## src/rtl/cnse_pkg.sv

```systemverilog
// Shared types and constants of the crop and nearest-neighbor scale engine.
package cnse_pkg;

   localparam int FRAC_BITS = 16;
   localparam int POS_W     = 12;
   localparam int OIDX_W    = 9;
   localparam int STEP_W    = POS_W + FRAC_BITS;
   localparam int BYTE_W    = 8;
   localparam int NUM_CHAN  = 4;
   localparam int NUM_BYTES = 3;
   localparam int AXIS_CAP  = 4;
   localparam int CSR_IDX_W = 3;
   localparam int CSR_DAT_W = 12;
   localparam int QUEUE_DEPTH = 4;

   localparam int DEF_MAX_FRAME_DIM   = 2048;
   localparam int DEF_MAX_OUT_DIM     = 256;
   localparam int DEF_BYTES_PER_PIXEL = 3;
   localparam int DEF_CHANNELS        = 3;
   localparam int DEF_MIN_ZONE        = 8;

   typedef enum logic [CSR_IDX_W-1:0] {
      REG_FRAME_WIDTH  = 3'd0,
      REG_FRAME_HEIGHT = 3'd1,
      REG_ZONE_LEFT    = 3'd2,
      REG_ZONE_TOP     = 3'd3,
      REG_ZONE_RIGHT   = 3'd4,
      REG_ZONE_BOTTOM  = 3'd5,
      REG_OUT_WIDTH    = 3'd6,
      REG_OUT_HEIGHT   = 3'd7
   } reg_index_type;

   typedef enum logic [1:0] {
      STAT_PIXEL = 2'd0,
      STAT_OK    = 2'd1,
      STAT_BAD   = 2'd2
   } status_type;

   typedef enum logic [3:0] {
      ST_IDLE,
      ST_DIV,
      ST_X0,
      ST_X1,
      ST_Y0,
      ST_Y1,
      ST_EMIT,
      ST_ROW,
      ST_STATUS
   } back_state_type;

   typedef struct packed {
      logic [11:0] frame_width;
      logic [11:0] frame_height;
      logic [10:0] zone_left;
      logic [10:0] zone_top;
      logic [11:0] zone_right;
      logic [11:0] zone_bottom;
      logic [8:0]  out_width;
      logic [8:0]  out_height;
   } csr_type;

   typedef struct packed {
      logic                              frame_start;
      logic                              end_row;
      logic                              end_frame;
      logic [POS_W-1:0]                  col;
      logic [POS_W-1:0]                  row;
      logic [NUM_CHAN-1:0][BYTE_W-1:0]   chan;
   } item_type;

endpackage

```

## src/rtl/crop_nearest_scale_engine_core.sv

```systemverilog
// Top level of the crop and nearest-neighbor scale engine.
// Source pixels enter in raster order and are queued by the front end, so the
// pixel stream keeps flowing while the back end works, until the queue is full.
// The back end takes one request at a time: it picks it up, then scans the
// output column and row ranges (one mapper step per cycle, more steps when
// output indices are skipped), emits the results mapped to the pixel, and at
// row end moves the next output row past each row mapped so far. The first pixel
// of a frame with a valid zone also runs the 12.16 step divider, one quotient bit
// per cycle on each axis. A request outside a valid zone skips the scan. A frame's
// last pixel adds a status result (tuser 1 zone ok, 2
// invalid). Each result waits while the output register holds one not taken.
module crop_nearest_scale_engine_core import cnse_pkg::*; #(
   parameter int MAX_FRAME_DIM   = DEF_MAX_FRAME_DIM,
   parameter int MAX_OUT_DIM     = DEF_MAX_OUT_DIM,
   parameter int BYTES_PER_PIXEL = DEF_BYTES_PER_PIXEL,
   parameter int CHANNELS        = DEF_CHANNELS,
   parameter int MIN_ZONE        = DEF_MIN_ZONE
) (
   input  logic                           clock,
   input  logic                           reset,
   input  logic                           req_tvalid,
   output logic                           req_tready,
   input  logic [23:0]                    req_tdata,  // pixel_byte0, pixel_byte1, pixel_byte2
   input  logic                           req_tuser,  // start_of_frame
   output logic                           rsp_tvalid,
   input  logic                           rsp_tready,
   output logic [47:0]                    rsp_tdata,  // out_col, out_row, chan0..chan3
   output logic [1:0]                     rsp_tuser,  // status
   output logic                           rsp_tlast,
   input  logic                           csr_valid,
   output logic                           csr_ready,
   input  logic [CSR_IDX_W-1:0]           csr_index,
   input  logic [CSR_DAT_W-1:0]           csr_data
);

   csr_type  csr_ff, csr_in;
   item_type push_item, head_item;
   logic     q_push, q_pop, q_full, q_empty;

   assign csr_ready = 1'b1;

   always_comb begin
      csr_in = csr_ff;
      if (csr_valid) begin
         unique case (reg_index_type'(csr_index))
            REG_FRAME_WIDTH:  csr_in.frame_width  = csr_data;
            REG_FRAME_HEIGHT: csr_in.frame_height = csr_data;
            REG_ZONE_LEFT:    csr_in.zone_left    = csr_data[10:0];
            REG_ZONE_TOP:     csr_in.zone_top     = csr_data[10:0];
            REG_ZONE_RIGHT:   csr_in.zone_right   = csr_data;
            REG_ZONE_BOTTOM:  csr_in.zone_bottom  = csr_data;
            REG_OUT_WIDTH:    csr_in.out_width    = csr_data[8:0];
            REG_OUT_HEIGHT:   csr_in.out_height   = csr_data[8:0];
            default:          csr_in = csr_ff;
         endcase
      end
   end

   always_ff @(posedge clock) begin
      if (reset) begin
         csr_ff.frame_width  <= 12'd640;
         csr_ff.frame_height <= 12'd480;
         csr_ff.zone_left    <= '0;
         csr_ff.zone_top     <= '0;
         csr_ff.zone_right   <= 12'd640;
         csr_ff.zone_bottom  <= 12'd480;
         csr_ff.out_width    <= 9'd32;
         csr_ff.out_height   <= 9'd20;
      end else begin
         csr_ff <= csr_in;
      end
   end

   cnse_front #(
      .MAX_FRAME_DIM   (MAX_FRAME_DIM),
      .BYTES_PER_PIXEL (BYTES_PER_PIXEL),
      .CHANNELS        (CHANNELS)
   ) u_front (
      .clock      (clock),
      .reset      (reset),
      .req_tvalid (req_tvalid),
      .req_tready (req_tready),
      .req_tdata  (req_tdata),
      .req_tuser  (req_tuser),
      .csr        (csr_ff),
      .q_full     (q_full),
      .q_push     (q_push),
      .q_item     (push_item)
   );

   cnse_queue u_queue (
      .clock     (clock),
      .reset     (reset),
      .push      (q_push),
      .push_item (push_item),
      .pop       (q_pop),
      .head_item (head_item),
      .full      (q_full),
      .empty     (q_empty)
   );

   cnse_back #(
      .MAX_FRAME_DIM (MAX_FRAME_DIM),
      .MAX_OUT_DIM   (MAX_OUT_DIM),
      .MIN_ZONE      (MIN_ZONE)
   ) u_back (
      .clock      (clock),
      .reset      (reset),
      .csr        (csr_ff),
      .q_empty    (q_empty),
      .q_item     (head_item),
      .q_pop      (q_pop),
      .rsp_tvalid (rsp_tvalid),
      .rsp_tready (rsp_tready),
      .rsp_tdata  (rsp_tdata),
      .rsp_tuser  (rsp_tuser),
      .rsp_tlast  (rsp_tlast)
   );

   a_pop_nonempty: assert property (@(posedge clock) disable iff (reset)
      q_pop |-> !q_empty)
      else $error("request popped from empty queue");

   a_status_clean: assert property (@(posedge clock) disable iff (reset)
      (rsp_tvalid && rsp_tuser != STAT_PIXEL) |-> (rsp_tlast && rsp_tdata == '0))
      else $error("status result with data or without last");

   a_full_stalls: assert property (@(posedge clock) disable iff (reset)
      q_full |-> !req_tready)
      else $error("request accepted while queue full");

endmodule

```

## src/rtl/cnse_front.sv

```systemverilog
// Front end: accepts source pixels, tracks the raster position and builds queue entries.
module cnse_front import cnse_pkg::*; #(
   parameter int MAX_FRAME_DIM   = DEF_MAX_FRAME_DIM,
   parameter int BYTES_PER_PIXEL = DEF_BYTES_PER_PIXEL,
   parameter int CHANNELS        = DEF_CHANNELS
) (
   input  logic                        clock,
   input  logic                        reset,
   input  logic                        req_tvalid,
   output logic                        req_tready,
   input  logic [NUM_BYTES*BYTE_W-1:0] req_tdata,
   input  logic                        req_tuser,
   input  csr_type                     csr,
   input  logic                        q_full,
   output logic                        q_push,
   output item_type                    q_item
);

   logic [POS_W-1:0] col_ff, col_in, row_ff, row_in;
   logic [POS_W-1:0] col_use, row_use, fw_clamp, fh_clamp;
   logic             end_row, end_frame;

   always_comb begin
      if (csr.frame_width == '0) fw_clamp = POS_W'(1);
      else if (32'(csr.frame_width) > MAX_FRAME_DIM) fw_clamp = POS_W'(MAX_FRAME_DIM);
      else fw_clamp = csr.frame_width;
      if (csr.frame_height == '0) fh_clamp = POS_W'(1);
      else if (32'(csr.frame_height) > MAX_FRAME_DIM) fh_clamp = POS_W'(MAX_FRAME_DIM);
      else fh_clamp = csr.frame_height;
   end

   assign col_use   = req_tuser ? '0 : col_ff;
   assign row_use   = req_tuser ? '0 : row_ff;
   assign end_row   = ({1'b0, col_use} + 1'b1) >= {1'b0, fw_clamp};
   assign end_frame = end_row && (({1'b0, row_use} + 1'b1) >= {1'b0, fh_clamp});

   assign req_tready = !q_full;
   assign q_push     = req_tvalid && !q_full;

   always_comb begin
      q_item.frame_start = (col_use == '0) && (row_use == '0);
      q_item.end_row     = end_row;
      q_item.end_frame   = end_frame;
      q_item.col         = col_use;
      q_item.row         = row_use;
      // channel c below CHANNELS copies source byte c modulo bytes per pixel, the rest are zero
      for (int c = 0; c < NUM_CHAN; c++) begin
         if (c < CHANNELS)
            q_item.chan[c] = req_tdata[(c % BYTES_PER_PIXEL)*BYTE_W +: BYTE_W];
         else
            q_item.chan[c] = '0;
      end
   end

   always_comb begin
      col_in = col_ff;
      row_in = row_ff;
      if (q_push) begin
         if (end_row) begin
            col_in = '0;
            row_in = end_frame ? '0 : row_use + 1'b1;
         end else begin
            col_in = col_use + 1'b1;
            row_in = row_use;
         end
      end
   end

   always_ff @(posedge clock) begin
      if (reset) begin
         col_ff <= '0;
         row_ff <= '0;
      end else begin
         col_ff <= col_in;
         row_ff <= row_in;
      end
   end

endmodule

```

## src/rtl/cnse_queue.sv

```systemverilog
// Short request queue between the front end and the back end.
module cnse_queue import cnse_pkg::*; (
   input  logic     clock,
   input  logic     reset,
   input  logic     push,
   input  item_type push_item,
   input  logic     pop,
   output item_type head_item,
   output logic     full,
   output logic     empty
);

   localparam int PTR_W = $clog2(QUEUE_DEPTH);
   localparam int CNT_W = $clog2(QUEUE_DEPTH + 1);

   item_type           mem_ff [QUEUE_DEPTH];
   logic [PTR_W-1:0]   wr_ptr_ff, rd_ptr_ff;
   logic [CNT_W-1:0]   cnt_ff;

   assign full      = cnt_ff == CNT_W'(QUEUE_DEPTH);
   assign empty     = cnt_ff == '0;
   assign head_item = mem_ff[rd_ptr_ff];

   always_ff @(posedge clock) begin
      if (push) mem_ff[wr_ptr_ff] <= push_item;
   end

   always_ff @(posedge clock) begin
      if (reset) begin
         wr_ptr_ff <= '0;
         rd_ptr_ff <= '0;
         cnt_ff    <= '0;
      end else begin
         if (push) wr_ptr_ff <= wr_ptr_ff + 1'b1;
         if (pop)  rd_ptr_ff <= rd_ptr_ff + 1'b1;
         if (push && !pop)      cnt_ff <= cnt_ff + 1'b1;
         else if (pop && !push) cnt_ff <= cnt_ff - 1'b1;
      end
   end

endmodule

```

## src/rtl/cnse_back.sv

```systemverilog
// Back end: latches the frame steps, maps output coordinates and emits results.
module cnse_back import cnse_pkg::*; #(
   parameter int MAX_FRAME_DIM = DEF_MAX_FRAME_DIM,
   parameter int MAX_OUT_DIM   = DEF_MAX_OUT_DIM,
   parameter int MIN_ZONE      = DEF_MIN_ZONE
) (
   input  logic                         clock,
   input  logic                         reset,
   input  csr_type                      csr,
   input  logic                         q_empty,
   input  item_type                     q_item,
   output logic                         q_pop,
   output logic                         rsp_tvalid,
   input  logic                         rsp_tready,
   output logic [(NUM_CHAN+2)*BYTE_W-1:0] rsp_tdata,
   output logic [1:0]                   rsp_tuser,
   output logic                         rsp_tlast
);

   localparam int CNT_W = $clog2(STEP_W);
   localparam int PROD_W = OIDX_W + STEP_W;
   localparam int MAP_W = PROD_W - FRAC_BITS + 1;

   back_state_type state_ff, state_in;
   item_type       item_ff, item_in;
   logic           zone_ok_ff, zone_ok_in;
   logic [STEP_W-1:0] col_step_ff, col_step_in, row_step_ff, row_step_in;
   logic [STEP_W-1:0] quo_x_ff, quo_x_in, quo_y_ff, quo_y_in;
   logic [OIDX_W-1:0] rem_x_ff, rem_x_in, rem_y_ff, rem_y_in;
   logic [CNT_W-1:0]  cnt_ff, cnt_in;
   logic [OIDX_W-1:0] nxt_col_ff, nxt_col_in, nxt_row_ff, nxt_row_in;
   logic [OIDX_W-1:0] x0_ff, x0_in, x1_ff, x1_in, y0_ff, y0_in, y1_ff, y1_in;
   logic [OIDX_W-1:0] xc_ff, xc_in, yc_ff, yc_in;

   logic                            rsp_valid_ff, rsp_valid_in;
   logic [BYTE_W-1:0]               rsp_col_ff, rsp_col_in, rsp_row_ff, rsp_row_in;
   logic [NUM_CHAN-1:0][BYTE_W-1:0] rsp_chan_ff, rsp_chan_in;
   status_type                      rsp_status_ff, rsp_status_in;
   logic                            rsp_last_ff, rsp_last_in;

   logic [OIDX_W-1:0] ow_cap, oh_cap;
   logic [POS_W-1:0]  zw, zh;
   logic              frame_ok;
   logic [OIDX_W-1:0] map_idx;
   logic [STEP_W-1:0] map_step;
   logic [10:0]       map_base;
   logic [POS_W-1:0]  map_tgt;
   logic [PROD_W-1:0] prod;
   logic [MAP_W-1:0]  map_pos, tgt_ext;
   logic              pos_lt, pos_eq, pos_le;
   logic [OIDX_W:0]   rsx, rsy, dsx, dsy;
   logic              gex, gey;
   logic              slot_free, cont_x0, cont_x1, cont_y0, cont_y1, cont_row;
   logic              last_x, last_y;

   always_comb begin
      ow_cap = (32'(csr.out_width) > MAX_OUT_DIM) ? OIDX_W'(MAX_OUT_DIM) : csr.out_width;
      oh_cap = (32'(csr.out_height) > MAX_OUT_DIM) ? OIDX_W'(MAX_OUT_DIM) : csr.out_height;
   end

   assign zw = csr.zone_right - {1'b0, csr.zone_left};
   assign zh = csr.zone_bottom - {1'b0, csr.zone_top};

   // zone check done at frame start
   assign frame_ok = (csr.frame_width != '0) && (32'(csr.frame_width) <= MAX_FRAME_DIM)
      && (csr.frame_height != '0) && (32'(csr.frame_height) <= MAX_FRAME_DIM)
      && (csr.zone_right <= csr.frame_width) && (csr.zone_bottom <= csr.frame_height)
      && ({1'b0, csr.zone_left} < csr.zone_right) && ({1'b0, csr.zone_top} < csr.zone_bottom)
      && (csr.out_width != '0) && (32'(csr.out_width) <= MAX_OUT_DIM)
      && (csr.out_height != '0) && (32'(csr.out_height) <= MAX_OUT_DIM)
      && (32'(zw) >= MIN_ZONE) && (32'(zh) >= MIN_ZONE)
      && ({zw, 2'b00} >= (POS_W+2)'(csr.out_width))
      && ({zh, 2'b00} >= (POS_W+2)'(csr.out_height));

   // shared coordinate mapper
   always_comb begin
      map_idx  = x0_ff;
      map_step = col_step_ff;
      map_base = csr.zone_left;
      map_tgt  = item_ff.col;
      case (state_ff)
         ST_X1: map_idx = x1_ff;
         ST_Y0: begin
            map_idx  = y0_ff;
            map_step = row_step_ff;
            map_base = csr.zone_top;
            map_tgt  = item_ff.row;
         end
         ST_Y1: begin
            map_idx  = y1_ff;
            map_step = row_step_ff;
            map_base = csr.zone_top;
            map_tgt  = item_ff.row;
         end
         ST_ROW: begin
            map_idx  = nxt_row_ff;
            map_step = row_step_ff;
            map_base = csr.zone_top;
            map_tgt  = item_ff.row;
         end
         default: map_idx = x0_ff;
      endcase
   end

   assign prod    = PROD_W'(map_idx) * PROD_W'(map_step);
   assign map_pos = MAP_W'(map_base) + MAP_W'(prod[PROD_W-1:FRAC_BITS]);
   assign tgt_ext = MAP_W'(map_tgt);
   assign pos_lt  = map_pos < tgt_ext;
   assign pos_eq  = map_pos == tgt_ext;
   assign pos_le  = map_pos <= tgt_ext;

   // one quotient bit per cycle on each axis
   assign rsx = {rem_x_ff, quo_x_ff[STEP_W-1]};
   assign rsy = {rem_y_ff, quo_y_ff[STEP_W-1]};
   assign gex = rsx >= {1'b0, csr.out_width};
   assign gey = rsy >= {1'b0, csr.out_height};
   assign dsx = gex ? rsx - {1'b0, csr.out_width} : rsx;
   assign dsy = gey ? rsy - {1'b0, csr.out_height} : rsy;

   assign slot_free = !rsp_valid_ff || rsp_tready;
   assign cont_x0  = (x0_ff < ow_cap) && pos_lt;
   assign cont_x1  = (x1_ff < ow_cap) && ((x1_ff - x0_ff) < OIDX_W'(AXIS_CAP)) && pos_eq;
   assign cont_y0  = (y0_ff < oh_cap) && pos_lt;
   assign cont_y1  = (y1_ff < oh_cap) && ((y1_ff - y0_ff) < OIDX_W'(AXIS_CAP)) && pos_eq;
   assign cont_row = zone_ok_ff && (nxt_row_ff < oh_cap) && pos_le;
   assign last_x   = xc_ff == x1_ff - 1'b1;
   assign last_y   = yc_ff == y1_ff - 1'b1;

   assign q_pop = (state_ff == ST_IDLE) && !q_empty;

   // next state
   always_comb begin
      state_in = state_ff;
      unique case (state_ff)
         ST_IDLE: begin
            if (!q_empty) begin
               if (q_item.frame_start && frame_ok) state_in = ST_DIV;
               else if (!q_item.frame_start && zone_ok_ff) state_in = ST_X0;
               else if (q_item.end_row) state_in = ST_ROW;
            end
         end
         ST_DIV: if (cnt_ff == CNT_W'(STEP_W - 1)) state_in = ST_X0;
         ST_X0:  if (!cont_x0) state_in = ST_X1;
         ST_X1:  if (!cont_x1) state_in = ST_Y0;
         ST_Y0:  if (!cont_y0) state_in = ST_Y1;
         ST_Y1: begin
            if (!cont_y1) begin
               if ((x1_ff != x0_ff) && (y1_ff != y0_ff)) state_in = ST_EMIT;
               else state_in = item_ff.end_row ? ST_ROW : ST_IDLE;
            end
         end
         ST_EMIT: begin
            if (slot_free && last_x && last_y)
               state_in = item_ff.end_row ? ST_ROW : ST_IDLE;
         end
         ST_ROW: if (!cont_row) state_in = item_ff.end_frame ? ST_STATUS : ST_IDLE;
         ST_STATUS: if (slot_free) state_in = ST_IDLE;
         default: state_in = ST_IDLE;
      endcase
   end

   // datapath and result register
   always_comb begin
      item_in     = item_ff;
      zone_ok_in  = zone_ok_ff;
      col_step_in = col_step_ff;
      row_step_in = row_step_ff;
      quo_x_in    = quo_x_ff;
      quo_y_in    = quo_y_ff;
      rem_x_in    = rem_x_ff;
      rem_y_in    = rem_y_ff;
      cnt_in      = cnt_ff;
      nxt_col_in  = nxt_col_ff;
      nxt_row_in  = nxt_row_ff;
      x0_in       = x0_ff;
      x1_in       = x1_ff;
      y0_in       = y0_ff;
      y1_in       = y1_ff;
      xc_in       = xc_ff;
      yc_in       = yc_ff;
      rsp_valid_in  = rsp_valid_ff && !rsp_tready;
      rsp_col_in    = rsp_col_ff;
      rsp_row_in    = rsp_row_ff;
      rsp_chan_in   = rsp_chan_ff;
      rsp_status_in = rsp_status_ff;
      rsp_last_in   = rsp_last_ff;
      unique case (state_ff)
         ST_IDLE: begin
            if (!q_empty) begin
               item_in = q_item;
               if (q_item.frame_start) begin
                  zone_ok_in  = frame_ok;
                  nxt_col_in  = '0;
                  nxt_row_in  = '0;
                  x0_in       = '0;
                  y0_in       = '0;
                  col_step_in = '0;
                  row_step_in = '0;
                  quo_x_in    = {zw, {FRAC_BITS{1'b0}}};
                  quo_y_in    = {zh, {FRAC_BITS{1'b0}}};
                  rem_x_in    = '0;
                  rem_y_in    = '0;
                  cnt_in      = '0;
               end else begin
                  x0_in = nxt_col_ff;
                  y0_in = nxt_row_ff;
               end
            end
         end
         ST_DIV: begin
            quo_x_in = {quo_x_ff[STEP_W-2:0], gex};
            quo_y_in = {quo_y_ff[STEP_W-2:0], gey};
            rem_x_in = dsx[OIDX_W-1:0];
            rem_y_in = dsy[OIDX_W-1:0];
            cnt_in   = cnt_ff + 1'b1;
            if (cnt_ff == CNT_W'(STEP_W - 1)) begin
               col_step_in = {quo_x_ff[STEP_W-2:0], gex};
               row_step_in = {quo_y_ff[STEP_W-2:0], gey};
            end
         end
         ST_X0: begin
            if (cont_x0) x0_in = x0_ff + 1'b1;
            else x1_in = x0_ff;
         end
         ST_X1: if (cont_x1) x1_in = x1_ff + 1'b1;
         ST_Y0: begin
            if (cont_y0) y0_in = y0_ff + 1'b1;
            else y1_in = y0_ff;
         end
         ST_Y1: begin
            if (cont_y1) begin
               y1_in = y1_ff + 1'b1;
            end else begin
               nxt_col_in = x1_ff;
               xc_in      = x0_ff;
               yc_in      = y0_ff;
            end
         end
         ST_EMIT: begin
            if (slot_free) begin
               rsp_valid_in  = 1'b1;
               rsp_col_in    = xc_ff[BYTE_W-1:0];
               rsp_row_in    = yc_ff[BYTE_W-1:0];
               rsp_chan_in   = item_ff.chan;
               rsp_status_in = STAT_PIXEL;
               rsp_last_in   = last_x && last_y && !item_ff.end_frame;
               if (last_x) begin
                  xc_in = x0_ff;
                  yc_in = yc_ff + 1'b1;
               end else begin
                  xc_in = xc_ff + 1'b1;
               end
            end
         end
         ST_ROW: begin
            if (cont_row) begin
               nxt_row_in = nxt_row_ff + 1'b1;
            end else begin
               nxt_col_in = '0;
               if (item_ff.end_frame) nxt_row_in = '0;
            end
         end
         ST_STATUS: begin
            if (slot_free) begin
               rsp_valid_in  = 1'b1;
               rsp_col_in    = '0;
               rsp_row_in    = '0;
               rsp_chan_in   = '0;
               rsp_status_in = zone_ok_ff ? STAT_OK : STAT_BAD;
               rsp_last_in   = 1'b1;
            end
         end
         default: item_in = item_ff;
      endcase
   end

   always_ff @(posedge clock) begin
      if (reset) begin
         state_ff     <= ST_IDLE;
         zone_ok_ff   <= 1'b0;
         col_step_ff  <= '0;
         row_step_ff  <= '0;
         nxt_col_ff   <= '0;
         nxt_row_ff   <= '0;
         rsp_valid_ff <= 1'b0;
      end else begin
         state_ff     <= state_in;
         zone_ok_ff   <= zone_ok_in;
         col_step_ff  <= col_step_in;
         row_step_ff  <= row_step_in;
         nxt_col_ff   <= nxt_col_in;
         nxt_row_ff   <= nxt_row_in;
         rsp_valid_ff <= rsp_valid_in;
      end
   end

   always_ff @(posedge clock) begin
      item_ff       <= item_in;
      quo_x_ff      <= quo_x_in;
      quo_y_ff      <= quo_y_in;
      rem_x_ff      <= rem_x_in;
      rem_y_ff      <= rem_y_in;
      cnt_ff        <= cnt_in;
      x0_ff         <= x0_in;
      x1_ff         <= x1_in;
      y0_ff         <= y0_in;
      y1_ff         <= y1_in;
      xc_ff         <= xc_in;
      yc_ff         <= yc_in;
      rsp_col_ff    <= rsp_col_in;
      rsp_row_ff    <= rsp_row_in;
      rsp_chan_ff   <= rsp_chan_in;
      rsp_status_ff <= rsp_status_in;
      rsp_last_ff   <= rsp_last_in;
   end

   assign rsp_tvalid = rsp_valid_ff;
   assign rsp_tdata  = {rsp_chan_ff, rsp_row_ff, rsp_col_ff};
   assign rsp_tuser  = rsp_status_ff;
   assign rsp_tlast  = rsp_last_ff;

endmodule

```

## config.mk

```make
export PLATFORM = sky130hd
export DESIGN_NAME = crop_nearest_scale_engine_core
export DESIGN_NICKNAME = d
export VERILOG_FILES = /design/src/rtl/cnse_pkg.sv /design/src/rtl/crop_nearest_scale_engine_core.sv /design/src/rtl/cnse_front.sv /design/src/rtl/cnse_queue.sv /design/src/rtl/cnse_back.sv
export SDC_FILE = /design/constraint.sdc
export NUM_CORES = 2
export LEC_CHECK = 0
export BUFFER_PORTS_ARGS = -buffer_cell sky130_fd_sc_hd__buf_2
export CORE_MARGIN = 3
export CORE_UTILIZATION = 40
export CTS_CLUSTER_DIAMETER = 60
export DETAILED_ROUTE_END_ITERATION = 8
export GPL_ROUTABILITY_DRIVEN = 0
export PLACE_DENSITY = 0.57
export SETUP_SLACK_MARGIN = 0.3
export SYNTH_ARGS = -nofsm -noshare
export SYNTH_HDL_FRONTEND = slang
export SYNTH_SLANG_ARGS = --single-unit
```

## constraint.sdc

```tcl
create_clock -name clock -period 23.6 [get_ports clock]
set_input_delay 3.54 -clock clock [delete_from_list [all_inputs] [get_ports clock]]
set_output_delay 3.54 -clock clock [all_outputs]
set_load 0.02 [all_outputs]
```

After elaboration in Yosys (flattened, before gate mapping)
Memory sizes are Yosys's and may differ from the RTL's. A register that Yosys moved wholly into a read port is not among the register bits.
Index checks and enable logic that the tools add are counted.
{"block": "word_totals", "reg_bits": 441, "ram_bits": 204, "out_inout_bits": 54, "mem_count": 1}
{"block": "classes", "n_addsub": 25, "n_mul": 1, "magnitude_cmp": 29, "eq_ne": 40, "mux": 103, "bitwise": 1, "n_reduce_logical": 91}
{"memory": "u_queue.mem_ff", "words": 4, "width": 51, "rd": 1, "rd_clocked_by_memory_dff": 1, "wr": 1, "line": "cnse_queue.sv:16", "rtl": "item_type mem_ff [QUEUE_DEPTH];"}
{"operator": "28-bit two-way mux", "count": 9}
{"operator": "9-bit two-way mux", "count": 26}
{"operator": "28-bit case mux with 2 select lines", "count": 4}
{"operator": "9-bit case mux with 2 select lines", "count": 9}
{"operator": "12-bit two-way mux", "count": 10}
{"operator": "32-bit two-way mux", "count": 2}
{"operator": "32-bit case mux with 2 select lines", "count": 1}
{"operator": "9-bit by 1-bit adder with 9-bit output (second input constant)", "count": 7}
{"operator": "4-bit two-way mux", "count": 14}
{"operator": "12-bit zero test", "count": 4}
{"operator": "9-bit < comparator", "count": 5}
{"operator": "1-bit logical AND", "count": 37}
{"operator": "9-bit by 28-bit multiplier with 37-bit output", "count": 1}
{"operator": "4-bit case mux with 9 select lines", "count": 1}
{"operator": "9-bit case mux with 4 select lines", "count": 1}
{"operator": "9-bit subtractor", "count": 4}
{"operator": "8-bit case mux with 2 select lines", "count": 2}
{"operator": "14-bit by 9-bit >= comparator with 1-bit output", "count": 2}
{"operator": "9-bit case mux with 3 select lines", "count": 1}
{"operator": "3-bit AND reduction", "count": 9}
{"operator": "12-bit by 1-bit adder with 13-bit output (second input constant)", "count": 2}
{"operator": "13-bit by 12-bit >= comparator with 1-bit output", "count": 2}
{"operator": "12-bit by 1-bit adder with 12-bit output (second input constant)", "count": 2}
{"operator": "12-bit by 4-bit >= comparator with 1-bit output (second input constant)", "count": 2}
{"operator": "other kinds (55)", "count": 133}

Logic depth before layout (Yosys ltp)
{"block": "logic_depth", "depth_word": 20, "mapped_depth": 46, "mapped_depth_nobuf": 43}

By module
From an unflattened synthesis, not the netlist that was laid out.
{"block": "hier_totals", "hier_cells": 4028, "hier_area_um2": 42706.0}
{"module": "cnse_back", "instances": 1, "cells_per_inst": 3001, "area_each_um2": 27687.8}
{"module": "cnse_queue", "instances": 1, "cells_per_inst": 353, "area_each_um2": 8956.1}
{"module": "crop_nearest_scale_engine_core", "instances": 1, "cells_per_inst": 326, "area_each_um2": 3517.1}
{"module": "cnse_front", "instances": 1, "cells_per_inst": 348, "area_each_um2": 2544.9}

Worst setup path before layout
No wires, ideal clock.
{"block": "synth_path", "path_type": "register to register", "from": "register u_back.state_ff[0]", "to": "register u_back.x1_ff[0], enable pin", "t_arrival_ns": 9.292, "t_required_ns": 23.211, "slack_ns": 13.919, "stages_incl_launch_ff": 40, "path_buffers": 3, "path_cell_list": "dfxtp_1 > nor2b_1 > clkbuf_1 > nor2_1 > clkbuf_1 > buf_1 > mux2i_1 > nor2_1 > fa_1 > fa_1 > fa_1 > inv_1 > fa_1 > inv_1 > ha_1 > and2_1 > a221oi_1 > o21ai_0 > [4 not listed] > a21oi_1 > nor2b_1 > o21a_1 > o21ai_0 > a21boi_0 > o21a_1 > o21ai_0 > nand2b_1 > a21oi_1 > xnor2_1 > ha_1 > nand4_1 > nor3_1 > nand4_1 > nor2_1 > nor4b_1 > nand2_1 > a21boi_0"}
{"block": "synth_between", "elab_chain_cells": 9, "word_cells_on_any_way": 20, "classes_between": "add/sub: 1; mul: 1; order compare: 1; eq/ne: 8; mux: 4; reduce/logical: 5"}
{"element": "from (decl)", "line": "cnse_back.sv:24", "rtl": "back_state_type state_ff, state_in;"}
{"element": "from (signal assigned)", "line": "cnse_back.sv:287", "rtl": "state_ff <= state_in;"}
{"element": "4-bit by 3-bit == test with 1-bit output", "line": "cnse_back.sv:81", "rtl": "case (state_ff)"}
{"element": "3-bit OR reduction (no source line)"}
{"element": "28-bit two-way mux", "line": "cnse_back.sv:81"}
{"element": "9-bit by 28-bit multiplier with 37-bit output", "line": "cnse_back.sv:105", "rtl": "assign prod = PROD_W'(map_idx) * PROD_W'(map_step);"}
{"element": "11-bit by 21-bit adder with 22-bit output", "line": "cnse_back.sv:106", "rtl": "assign map_pos = MAP_W'(map_base) + MAP_W'(prod[PROD_W-1:FRAC_BITS]);"}
{"element": "22-bit by 12-bit < comparator with 1-bit output or 22-bit by 12-bit == test with 1-bit output (tied branches)", "line": "cnse_back.sv:108, cnse_back.sv:109"}
{"element": "1-bit logical AND (on tied branches)", "line": "cnse_back.sv:121, cnse_back.sv:122"}
{"element": "2-bit != test (no source line) or 2-bit by 1-bit != test with 1-bit output (tied branches)"}
{"element": "3-bit AND reduction (no source line) (*)"}
{"element": "to (signal assigned)", "line": "cnse_back.sv:305", "rtl": "x1_ff <= x1_in;"}
{"element": "to (decl)", "line": "cnse_back.sv:32", "rtl": "logic [OIDX_W-1:0] x0_ff, x0_in, x1_ff, x1_in, y0_ff, y0_in, y1_ff, y1_in;"}
Mark *: on every way between the ends. The rest lies on a longest branch, timed or not.
A chain may end at the register's enable or synchronous reset.

Worst setup path in the final report
{"block": "layout_path", "from": "register u_back.state_ff[0]", "to": "register u_back.state_ff[0]"}
{"block": "layout_between", "elab_chain_cells": 9, "word_cells_on_any_way": 36, "classes_between": "add/sub: 1; mul: 1; order compare: 2; eq/ne: 19; mux: 5; reduce/logical: 8"}
{"element": "4-bit by 3-bit == test with 1-bit output", "line": "cnse_back.sv:81, cnse_back.sv:134"}
{"element": "3-bit OR reduction (no source line)"}
{"element": "28-bit two-way mux", "line": "cnse_back.sv:81"}
{"element": "9-bit by 28-bit multiplier with 37-bit output", "line": "cnse_back.sv:105"}
{"element": "11-bit by 21-bit adder with 22-bit output", "line": "cnse_back.sv:106"}
{"element": "22-bit by 12-bit < comparator with 1-bit output (tied with other cells)", "line": "cnse_back.sv:108", "rtl": "assign pos_lt = map_pos < tgt_ext;"}
{"element": "1-bit logical AND (on tied branches)"}
{"element": "2-bit != test (no source line)"}
{"element": "10-bit AND reduction (no source line)"}
Parallel ways exist; a longest one is shown, timed or not.

==> impl_metrics.toml <==
[critical_path]
cp.arrival_ps = 11870
cpMostUsedCell = "fa_1"
start_kind = "register"
worstPathRequired_ps = 24150
path_class = "register to register"
cpMaxStageDelayCell = "nor2_4"
end_kind = "register"
critPathMaxStageDelay_ps = 820
crit_path_max_fanout = 58

[sta]
drv_slew = 0
post-route-min-period_ps = 11320
fin_crit_sh_pct = 47.99
skew_ps = 55.42
max_freq_mhz = 88.30
setup_viol_count_final = 0
whs_ps = 450.8
hold_viol = 0
setup-tns-final_ps = 0
worst_pin_slew_ps = 1256
relSlewSlack_pct = 15.53
rsz0062_at_grt = "no"

[global_routing]
antenna_found_initial = 0
overflow = 0
grt_pass1_wl_um = 170100
grt.total_usage_pct = 20.96
grt_pass1_vias = 28826
grt_max_degree = 77

[drt]
detail_route.first_pass.iterations = 6
viasPerCell = 5.511
via_count = 29273
wl_per_cell_um = 20.46
drt_iter0_drc = 2101
ant_nets = 0
wirelength_um = 108700
drc = 0

[floorplan]
initial_utilization_pct = 40.50
rows = 115
core_area_um2 = 98710
num_io_pins = 99
die_area_um2 = 103800
die_width_um = 322.1
die_h_um = 322.1

[final_layout]
fin_util_pct = 44.69
final_common_cell = "nand2_1"
area_delta_synth_final_pct = 10.33
drive_gt1_share_pct = 9.168
nFillCells = 9498
mostFrequentLayoutCells = "nand2_1, edfxtp_1, inv_1"
fin_nets = 4454
diodes = 0

[place]
place_hpwl_um = 79420
portBuffers = 89

[clock_tree]
cts_max_level = 3
numCtsBuffers = 72
cts_max_path_buffers = 3
clkTransAtPathRegs_ps = 60
cts_resized = 0
clk_latency_ps = 650
post_cts_buffers = 0
root_buffer = "clkbuf_16"
clock-sinks = 631
cts_tree = "done"
hold_buffers = 0

[logic_synthesis]
synthDistinctLibCells = 88
synthCells = 3950
syn_area_per_cell_um2 = 10.12
syn_area_um2 = 39980
netlist.area_leader.share_pct = 32.30
async_flop_share_pct = 0
synth_flop_cell = "edfxtp_1"
yosysTopAreaCell = "edfxtp_1"
yosys_warnings = 0
synth.area.top_cells = "edfxtp_1, dfxtp_1, fa_1"
synth-seq-cells = 631
seq_area_frac_synth_pct = 42.36
synth_edf_count = 430

[pwr]
ir_drop_v = 0.00008843
p_seq_share_pct = 38.3
p_int_uw = 2636
p_sw_share_pct = 38.21
power_per_cell_area_nw_per_um2 = 96.71
p_leak_uw = 0.01761
p_comb_share_pct = 35.1
total_power_uw = 4266
p_clk_share_pct = 26.6
p_sw_uw = 1630

[run]
drv_cap = 0

[hold_path]
hp-class = "register to register"

[outcome]
outcome = "completed"
[logic make-up (layout without fill, tap and decap cells)]
logic type | Yosys count | count (layout) | share of synthesized area, %
AOI/OAI and AO/OA | 708 | 708 | 11.09
muxes | 144 | 144 | 5.311
and+or+nand+nor | 1381 | 1381 | 15.79
DFF | 631 | 631 | 42.36
adders and majority gates | 442 | 442 | 17.36
buffers and inverters | 494 | 562 | 4.826
other | 2 | 9 | 0.01878
xor gates and xnor gates | 148 | 148 | 3.242
[routing by layer]
layer / part of all wire [%] / global-route usage, % / vias up
li1: - / - / 13889
met1: 46 / 29.36 / 14440
met2: 47 / 34.32 / 776
met3: 5.0 / 2.886 / 168
met4: 2.6 / 5.515 / 0
met5: 0 / 0 / -
[power groups by stage]
stage / Combinational [µW] / Sequential (µW) / Clock (µW)
detailed placement: 1490 / 1660 / 0
global route: 1640 / 1660 / 1210
floorplan: 1060 / 1570 / 0
finish: 1500 / 1630 / 1140
CTS: 1500 / 1630 / 1160
global placement: 1480 / 1650 / 0
[cells in the mapped netlist (all sizes together) (26+ instances only)]
cell and number:
o211ai 26, o21ai 140, nor2 241, clkbuf 160, xor2 62, fa 188
nor2b 92, edfxtp 430, ha 254, dfxtp 201, mux2i 58, inv 299
nand2 650, xnor2 86, mux4 51, a211oi 26, nor3 38, nand2b 32
nand3 112, a21o 71, and3 63, mux2 35, nand4 49, buf 32
a21oi 274
[worst max-delay path: cells and delay by family (launching register included)]
family / cells / cell delay [ps]
adder cells (fa/ha/maj): 8 / 3350
buffers and inverters: 1 / 520
flip-flops: 1 / 330
multiplexers: 2 / 800
AND/OR/NAND/NOR: 14 / 3550
AO/OA/AOI/OAI: 12 / 2470
XOR/XNOR: 2 / 190
[per-stage QoR]
stage	worst slack, ps	std cells	instance area [µm²]
after floorplan	13920	3957	40010
after global placement	12700	5180	41670
after detailed placement	12490	5180	41670
after CTS	12440	5312	44110
after global routing	11640	5312	44110
final	12280	5312	44110
[flip-flops by register name, summed over array words and instances (netlist names), 12 cells and up, named ones only]
signal              flops
u_back.quo_x_ff        28
u_back.col_step_ff     28
csr_ff                 88
u_back.item_ff         50
u_queue.mem_ff        204
u_front.row_ff         12
u_front.col_ff         12
u_back.quo_y_ff        28
u_back.rsp_tdata       24
u_back.row_step_ff     28
[worst paths after layout]
path	from	end	slack, ps	cells past startpoint
setup / recovery	u_back.state_ff[0]	u_back.state_ff[0]	12280	39
hold / removal	u_front.col_ff[9]	u_front.col_ff[9]	450	2
setup reg to reg	u_back.state_ff[0]	u_back.state_ff[0]	12280	39
hold reg to reg	u_front.col_ff[9]	u_front.col_ff[9]	450	2
[final cells by class]
class	count	area, µm²	share of cell area, %
Clock buffer	95	1959	4.442
Clock inverter	37	481.7	1.092
Inverter	302	1134	2.570
Multi-Input combinational cell	2832	21240	48.15
Sequential cell	631	16940	38.41
Tap cell	1287	1610	3.651
Timing Repair Buffer	128	744.5	1.688
No activity file was read; power rests on OpenSTA's default activity.
